**src/rtl/core/rsc_pkg.sv**
```systemverilog
// ----------------------------------------------------------------------------
// rsc_pkg
// Shared types and codes of the RPN stack calculator.
// ----------------------------------------------------------------------------
package rsc_pkg;

	localparam int unsigned DATA_W  = 32;
	localparam int unsigned CMD_W   = 4;
	localparam int unsigned IDX_W   = 10;
	localparam int unsigned STAT_W  = 3;
	localparam int unsigned DEPTH_W = 11;
	localparam int unsigned TDATA_W = 48;

	localparam logic [CMD_W-1:0] CMD_PUSH = 4'd0;
	localparam logic [CMD_W-1:0] CMD_ADD  = 4'd1;
	localparam logic [CMD_W-1:0] CMD_SUB  = 4'd2;
	localparam logic [CMD_W-1:0] CMD_MUL  = 4'd3;
	localparam logic [CMD_W-1:0] CMD_DIV  = 4'd4;
	localparam logic [CMD_W-1:0] CMD_REM  = 4'd5;
	localparam logic [CMD_W-1:0] CMD_POW  = 4'd6;
	localparam logic [CMD_W-1:0] CMD_INC  = 4'd7;
	localparam logic [CMD_W-1:0] CMD_DEC  = 4'd8;
	localparam logic [CMD_W-1:0] CMD_READ = 4'd9;

	localparam logic [STAT_W-1:0] ST_OK     = 3'd0;
	localparam logic [STAT_W-1:0] ST_UNDER  = 3'd1;
	localparam logic [STAT_W-1:0] ST_OVER   = 3'd2;
	localparam logic [STAT_W-1:0] ST_ZDIV   = 3'd3;
	localparam logic [STAT_W-1:0] ST_BADIDX = 3'd4;

	typedef struct packed {
		logic             start;
		logic [CMD_W-1:0] op;
	} alu_req_t;

	typedef struct packed {
		logic              done;
		logic [STAT_W-1:0] status;
		logic [DATA_W-1:0] value;
	} alu_rsp_t;

endpackage

```
**src/rtl/core/rsc_alu.sv**
```systemverilog
// ----------------------------------------------------------------------------
// rsc_alu
// Binary operation unit: add, sub and mul, bit-serial divide and
// remainder, power by repeated squaring.
// ----------------------------------------------------------------------------
module rsc_alu (
	input  logic                       clk,
	input  logic                       arst_n,
	input  rsc_pkg::alu_req_t          req,
	input  logic [rsc_pkg::DATA_W-1:0] s_val,
	input  logic [rsc_pkg::DATA_W-1:0] t_val,
	output rsc_pkg::alu_rsp_t          rsp
);
	import rsc_pkg::*;

	typedef enum logic [2:0] {A_IDLE, A_DIV, A_FIX, A_POW, A_DONE} astate_t;

	astate_t           state_q;
	logic [STAT_W-1:0] stat_q;
	logic [DATA_W-1:0] res_q;
	logic [DATA_W-1:0] rem_q;
	logic [DATA_W-1:0] quo_q;
	logic [DATA_W-1:0] dvs_q;
	logic [DATA_W-1:0] acc_q;
	logic [DATA_W-1:0] base_q;
	logic [DATA_W-1:0] ex_q;
	logic [4:0]        cnt_q;
	logic              is_div_q;
	logic              sn_q;
	logic              qneg_q;

	logic [DATA_W:0]   rem_sh;
	logic [DATA_W:0]   diff;
	logic [DATA_W-1:0] s_mag;
	logic [DATA_W-1:0] t_mag;

	assign s_mag  = s_val[DATA_W-1] ? (DATA_W'(0) - s_val) : s_val;
	assign t_mag  = t_val[DATA_W-1] ? (DATA_W'(0) - t_val) : t_val;
	assign rem_sh = {rem_q, quo_q[DATA_W-1]};
	assign diff   = rem_sh - {1'b0, dvs_q};

	assign rsp.done   = (state_q == A_DONE);
	assign rsp.status = stat_q;
	assign rsp.value  = res_q;

	always_ff @(posedge clk or negedge arst_n) begin
		if (!arst_n) begin
			state_q <= A_IDLE;
		end else begin
			unique case (state_q)
				A_IDLE: begin
					if (req.start) begin
						is_div_q <= (req.op == CMD_DIV);
						sn_q     <= s_val[DATA_W-1];
						qneg_q   <= s_val[DATA_W-1] ^ t_val[DATA_W-1];
						unique case (req.op)
							CMD_ADD: begin
								stat_q  <= ST_OK;
								res_q   <= s_val + t_val;
								state_q <= A_DONE;
							end
							CMD_SUB: begin
								stat_q  <= ST_OK;
								res_q   <= s_val - t_val;
								state_q <= A_DONE;
							end
							CMD_MUL: begin
								stat_q  <= ST_OK;
								res_q   <= s_val * t_val;
								state_q <= A_DONE;
							end
							CMD_DIV, CMD_REM: begin
								if (t_val == '0) begin
									stat_q  <= ST_ZDIV;
									res_q   <= '0;
									state_q <= A_DONE;
								end else begin
									stat_q  <= ST_OK;
									rem_q   <= '0;
									quo_q   <= s_mag;
									dvs_q   <= t_mag;
									cnt_q   <= '0;
									state_q <= A_DIV;
								end
							end
							default: begin
								if (!t_val[DATA_W-1]) begin
									stat_q  <= ST_OK;
									acc_q   <= DATA_W'(1);
									base_q  <= s_val;
									ex_q    <= t_val;
									state_q <= A_POW;
								end else if (s_val == '0) begin
									stat_q  <= ST_BADIDX;
									res_q   <= '0;
									state_q <= A_DONE;
								end else if (s_val == DATA_W'(1)) begin
									stat_q  <= ST_OK;
									res_q   <= DATA_W'(1);
									state_q <= A_DONE;
								end else if (s_val == '1) begin
									stat_q  <= ST_OK;
									res_q   <= t_val[0] ? '1 : DATA_W'(1);
									state_q <= A_DONE;
								end else begin
									stat_q  <= ST_OK;
									res_q   <= '0;
									state_q <= A_DONE;
								end
							end
						endcase
					end
				end
				A_DIV: begin
					if (!diff[DATA_W]) begin
						rem_q <= diff[DATA_W-1:0];
					end else begin
						rem_q <= rem_sh[DATA_W-1:0];
					end
					quo_q <= {quo_q[DATA_W-2:0], ~diff[DATA_W]};
					cnt_q <= cnt_q + 5'd1;
					if (cnt_q == 5'd31) begin
						state_q <= A_FIX;
					end
				end
				A_FIX: begin
					if (is_div_q) begin
						res_q <= qneg_q ? (DATA_W'(0) - quo_q) : quo_q;
					end else begin
						res_q <= sn_q ? (DATA_W'(0) - rem_q) : rem_q;
					end
					state_q <= A_DONE;
				end
				A_POW: begin
					if (ex_q == '0) begin
						res_q   <= acc_q;
						state_q <= A_DONE;
					end else begin
						if (ex_q[0]) begin
							acc_q <= acc_q * base_q;
						end
						base_q <= base_q * base_q;
						ex_q   <= ex_q >> 1;
					end
				end
				A_DONE: state_q <= A_IDLE;
				default: state_q <= A_IDLE;
			endcase
		end
	end

endmodule

```
**config.mk**
```make
export PLATFORM = sky130hd
export DESIGN_NAME = rsc_alu
export DESIGN_NICKNAME = d
export VERILOG_FILES = /design/src/rtl/core/rsc_pkg.sv /design/src/rtl/core/rsc_alu.sv
export SDC_FILE = /design/constraint.sdc
export NUM_CORES = 2
export LEC_CHECK = 0
export CORE_MARGIN = 3
export CORE_UTILIZATION = 52
export CTS_CLUSTER_DIAMETER = 80
export DETAILED_ROUTE_END_ITERATION = 7
export DONT_BUFFER_PORTS = 1
export PLACE_DENSITY = 0.67
export SLEW_MARGIN = 20
export SYNTH_ARGS = -nofsm -noshare
export SYNTH_HDL_FRONTEND = slang
export SYNTH_SLANG_ARGS = --single-unit
```
**constraint.sdc**
```tcl
create_clock -name clk -period 19.8 [get_ports clk]
set_clock_uncertainty 0.2 [all_clocks]
set_input_delay 0 -clock clk [delete_from_list [all_inputs] [get_ports clk]]
set_output_delay 0 -clock clk [all_outputs]
set_load 0.01 [all_outputs]
```
Word level (Yosys, flattened, before mapping)
Index checks and enable logic that the tools add are counted.
{ "op_classes": {"n_bitwise": 3, "n_eq_ne": 23, "mul": 3, "add_sub_neg": 8, "n_reduce_logical": 17, "n_mux": 55} }
{ "op_table": {"columns": ["cell", "n"], "rows": [
  ["32-bit 2-to-1 mux", 32],
  ["32-bit one-hot mux with 2 select lines", 5],
  ["32-bit one-hot mux with 4 select lines", 1],
  ["1-bit by 32-bit subtractor with 32-bit output, first input constant", 4],
  ["32-bit logical NOT", 3],
  ["32-bit by 32-bit multiplier with 32-bit output", 3],
  ["32-bit one-hot mux with 3 select lines", 1],
  ["33-bit by 32-bit subtractor with 33-bit output", 1],
  ["32-bit adder", 1],
  ["32-bit by 1-bit == test with 1-bit output, second input constant", 1],
  ["32-bit == test, second input constant", 1],
  ["32-bit subtractor", 1],
  ["31-bit 2-to-1 mux", 1],
  ["3-bit 2-to-1 mux", 7],
  ["2-bit != test, second input constant", 8],
  ["5-bit 2-to-1 mux", 3],
  ["3-bit one-hot mux with 2 select lines", 2],
  ["3-bit one-hot mux with 4 select lines", 1],
  ["6-bit AND reduction", 2],
  ["5-bit one-hot mux with 2 select lines", 1],
  ["5-bit AND reduction", 2],
  ["4-bit by 2-bit == test with 1-bit output, second input constant", 2],
  ["4-bit by 3-bit == test with 1-bit output, second input constant", 2],
  ["7-bit AND reduction", 1],
  ["19 further kinds", 23]
]} }
{ "word_totals": {"reg_bits": 238, "elab_cells": 123, "out_inout_bits": 36} }

Logic depth before layout (Yosys ltp)
{ "depth": {"ltp_word": 8, "depth_mapped": 31} }

Worst setup path after synthesis
No wires, ideal clock.
{ "synth_path": {"kind": "register to register", "from": "register base_q[3]", "to": "register base_q[31], data pin", "period_less_slack_ps": 7543, "required_ps": 19333, "path_stages_with_launch": 27, "path_slack_ps": 12257, "n_path_buf": 2, "setup_time_ps": 267, "t_arrival_ps": 7076, "path_cell_list": "edfxtp_1 -> clkbuf_1 -> clkbuf_1 -> nand2_1 -> fa_1 -> inv_1 -> fa_1 -> fa_1 -> inv_1 -> fa_1 -> inv_1 -> fa_1 -> fa_1 -> fa_1 -> fa_1 -> ha_1 -> a21o_1 -> a21o_1 -> a21o_1 -> a21o_1 -> a221o_1 -> nand4_1 -> a31oi_1 -> o21a_1 -> nor2_1 -> xnor2_1 -> o21ai_0"} }
{ "synth_via": {"elab_chain_cells": 3} }
{ "synth_lines": {"columns": ["element", "line_no", "text"], "rows": [
  ["start, declared", "rsc_alu.sv:25", "logic [DATA_W-1:0] base_q;"],
  ["start signal, assigned", "rsc_alu.sv:90", "base_q <= s_val;"],
  ["start signal, assigned", "rsc_alu.sv:142", "base_q <= base_q * base_q;"],
  ["32-bit by 32-bit multiplier with 32-bit output", "rsc_alu.sv:142", null],
  ["32-bit 2-to-1 mux", "rsc_alu.sv:135", "if (ex_q == '0) begin"],
  ["32-bit one-hot mux with 2 select lines", "rsc_alu.sv:50", "unique case (state_q)"]
]} }
No other way between the ends. The select of a mux whose other input is x is not followed.
A chain may end at the register's enable or synchronous reset.

Worst setup path in the final report
{ "layout_path": {"from": "register base_q[3]", "to": "register acc_q[31], data pin"} }
{ "layout_via": {"elab_chain_cells": 4} }
{ "layout_lines": {"columns": ["element", "line_no", "text"], "rows": [
  ["32-bit by 32-bit multiplier with 32-bit output", "rsc_alu.sv:140", "acc_q <= acc_q * base_q;"],
  ["32-bit 2-to-1 mux", "rsc_alu.sv:139", "if (ex_q[0]) begin"],
  ["32-bit 2-to-1 mux", "rsc_alu.sv:135", null],
  ["32-bit one-hot mux with 2 select lines", "rsc_alu.sv:50", null],
  ["end signal, assigned", "rsc_alu.sv:140", null],
  ["end, declared", "rsc_alu.sv:24", "logic [DATA_W-1:0] acc_q;"]
]} }
No other way between the ends. The select of a mux whose other input is x is not followed.

==> results.sh <==
export IMPL_die_height_um=349
export IMPL_syn_avg_cell_area_um2=9.09
export IMPL_gr_usage_met1_pct=41.4
export IMPL_finalSetupViolCount=0
export IMPL_reg2reg_to="acc_q[31]$_SDFFCE_PN0P_"
export IMPL_wl_mm=188
export IMPL_clock_sinks=236
export IMPL_yosysTopAreaCellShare_pct=38.7
export IMPL_max_slew_margin_pct=16.5
export IMPL_ant_nets=0
export IMPL_finalHoldViolations=0
export IMPL_start_util_pct=52.5
export IMPL_clkLatencyLatePin_ns=0.61
export IMPL_grt_overflow_total=0
export IMPL_end_kind="flip-flop"
export IMPL_hold_end="res_q[8]$_DFFE_PP_"
export IMPL_critical_path_max_fanout=36
export IMPL_grt_pass1_wl_mm=294
export IMPL_crit_buf_inv=8
export IMPL_root_buffer="clkbuf_16"
export IMPL_dr_total_vias=46500
export IMPL_finalCritPeriodShare_pct=43.5
export IMPL_rows=125
export IMPL_numCtsBuffers=31
export IMPL_slowest_delay_ns=0.86
export IMPL_worst_pin_slew_ns=1.22
export IMPL_r2r_start="base_q[3]$_DFFE_PP_"
export IMPL_drt_initial_drc_count=3946
export IMPL_syn2layout_area_growth_pct=4.95
export IMPL_ys_top_cells_by_area="fa_1, edfxtp_1, ha_1"
export IMPL_synthArstFlopShare_pct=1.27
export IMPL_synth_top_cell_by_area="fa_1"
export IMPL_slowest_stage="edfxtp_1"
export IMPL_max_cap_violations=0
export IMPL_synthCells=6739
export IMPL_critical_path_top_delay_family="adder cells"
export IMPL_grt_pass1_vias=49600
export IMPL_slew_viol_final=0
export IMPL_yosysMostFrequentCell="inv_1"
export IMPL_worst_ep_required_time_ns=19.94
export IMPL_cts_tree="built"
export IMPL_cts_resized=0
export IMPL_fmax_mhz=116
export IMPL_gr_max_usage_layer="met2"
export IMPL_ys_dominant_reg_cell="edfxtp_1"
export IMPL_nFillCells=10500
export IMPL_start_kind="flip-flop"
export IMPL_clkTransAtPathRegs_ns=0.06
export IMPL_status="finished, final reports clean"
export IMPL_grt_setup_unrepaired="false"
export IMPL_die_width_um=349
export IMPL_wl_per_cell_um=23.1
export IMPL_synth_cell_area_um2=61200
export IMPL_min_from="s_val[8]"
export IMPL_finalCriticalPeriod_ns=8.62
export IMPL_layout_drive_gt1_share_pct=2.90
export IMPL_htree_levels=1
export IMPL_synth_edff_count=233
export IMPL_yosysSeqAreaShare_pct=11.6
export IMPL_dp_slack_ns=11.24
export IMPL_crit_path_frequent_cell="fa_1"
export IMPL_dpl_hpwl_mm=133
export IMPL_min_path_type="input pin to flip-flop"
export IMPL_core_area_um2=117000
export IMPL_ff2ff_path_depth=26
export IMPL_ys_ff_latch=236
export IMPL_synth_cell_types=89
export IMPL_grt_usage_pct=31.7
export IMPL_clk_path_buf_depth=3
export IMPL_viasPerCell=5.72
export IMPL_hold_depth=5
export IMPL_setup_tns_final_ns=0
export IMPL_postCtsSetupRepairBufs=0
export IMPL_drc_errors=0
export IMPL_global_route_usage_met3_pct=6.76
export IMPL_crit_arrival_ns=8.76
export IMPL_nNetsFinal=8264
export IMPL_ys_top_cells_by_count="inv_1, fa_1, nand2_1"
export IMPL_pin_count=107
export IMPL_grt_max_degree=86
export IMPL_place_gp_congestion=0.923
export IMPL_use_met2_pct=50.1
export IMPL_r2r_slack_ns=11.18
export IMPL_drtPass1Iterations=5
export IMPL_antenna_found_initial=15
export IMPL_setup_slack_ns=11.18
export IMPL_worstSetupPathType="flip-flop to flip-flop"
export IMPL_die_area_um2=122000
export IMPL_ys_warn_count=0
export IMPL_portBuffers=0
[worst reg2reg max path, cell delays in order (launching register included)]
cell and delay (ns):
edfxtp_1 0.86, buf_4 0.62, nand2_1 0.17, fa_1 0.56, inv_1 0.05, fa_1 0.47
inv_1 0.05, fa_1 0.47, inv_1 0.05, fa_1 0.54, inv_1 0.06, fa_1 0.50
inv_1 0.06, fa_1 0.49, fa_1 0.49, inv_1 0.05, fa_1 0.47, inv_1 0.06
ha_1 0.34, a21o_1 0.19, a21o_1 0.18, nor4_1 0.40, o31ai_1 0.19, a211oi_1 0.42
o21ai_0 0.20, xnor2_1 0.16, nor2_1 0.05
[worst max path at each step]
| stage | startpoint | end | slack [ns] | cells past startpoint |
|---|---|---|---|---|
| floorplan | base_q[3]$_DFFE_PP_ | base_q[31]$_DFFE_PP_ | 12.26 | 26 |
| global placement | base_q[6]$_DFFE_PP_ | base_q[31]$_DFFE_PP_ | 11.35 | 25 |
| detailed placement | base_q[3]$_DFFE_PP_ | base_q[31]$_DFFE_PP_ | 11.24 | 25 |
| CTS | base_q[3]$_DFFE_PP_ | base_q[31]$_DFFE_PP_ | 11.22 | 25 |
| global route | base_q[3]$_DFFE_PP_ | acc_q[31]$_SDFFCE_PN0P_ | 10.75 | 26 |
| finish | base_q[3]$_DFFE_PP_ | acc_q[31]$_SDFFCE_PN0P_ | 11.18 | 26 |
[per-stage QoR]
step	util (%)	instances	cell area [um^2]	hold WS [ns]
final	55.1	8132	64300	0.0610
after global routing	55.1	8122	64200	0.0325
after CTS	55.1	8117	64200	0.00117
after detailed placement	53.4	7964	62300	-0.495
after global placement	53.4	7964	62300	-0.495
after floorplan	-	6740	61200	-0.496
[area by class of cell]
type / instances / area (um^2) / area share [%]
sequential: 236 / 7070 / 11.0
multi-input combinational: 4719 / 47500 / 73.9
antenna: 15 / 37.5 / 0.0584
timing repair buffer: 154 / 1410 / 2.20
tap: 1524 / 1910 / 2.97
clock buffer: 34 / 787 / 1.22
inverter: 1426 / 5350 / 8.33
clock inverter: 24 / 206 / 0.321
[metal layers]
layer	part of all wire (%)	vias to the layer above
li1	-	20200
met1	39	23600
met2	45	2171
met3	9.8	582
met4	6.4	8
met5	0.025	-
[sequential cells by signal, summed over array words and instances, names as in the netlist]
register and cells:
res_q 32, base_q 32, rem_q 32, state_q 3, sn_q 1, ex_q 31
dvs_q 32, quo_q 32, acc_q 32, cnt_q 5, stat_q 2, qneg_q 1
is_div_q 1
[kinds of logic (layout without fill, tap and decap cells)]
kind of cell             count (synthesis)  after routing  share of synthesized area (%)
adder cells (fa/ha/maj)               1625           1625                           47.7
other                                    1             17                        0.00612
AND/OR/NAND/NOR                       1939           1939                           15.5
multiplexers                            69             69                           1.20
XOR/XNOR                               420            420                           6.02
AO/OA/AOI/OAI                          664            664                           6.99
flip-flops                             236            236                           11.6
buffers and inverters                 1785           1638                           11.0
[cells in the final DEF (no fill, tap or decap), types with 31 or more instances in the layout]
master / count
edfxtp_1: 233
xnor2_1: 263
and2_1: 601
buf_4: 59
inv_1: 1425
nand2b_1: 33
a211oi_1: 53
a21oi_1: 177
o21ai_0: 167
nand2_1: 871
fa_1: 1185
nor2_1: 190
ha_1: 440
or3_1: 34
mux2i_1: 34
mux2_2: 35
o31ai_1: 37
clkbuf_16: 31
dlygate4sd3_1: 93
xor2_1: 156
a21o_1: 70
nor3_1: 38
[what timing repair did]
item                                   CTS  global route
endpoints found under the hold margin  257             0
setup endpoints to repair                0             0
hold buffers                            95             0
Power is left out: the tool's default activity adds up to more than one toggle a clock period on the data nets, which glitch-free logic cannot reach.
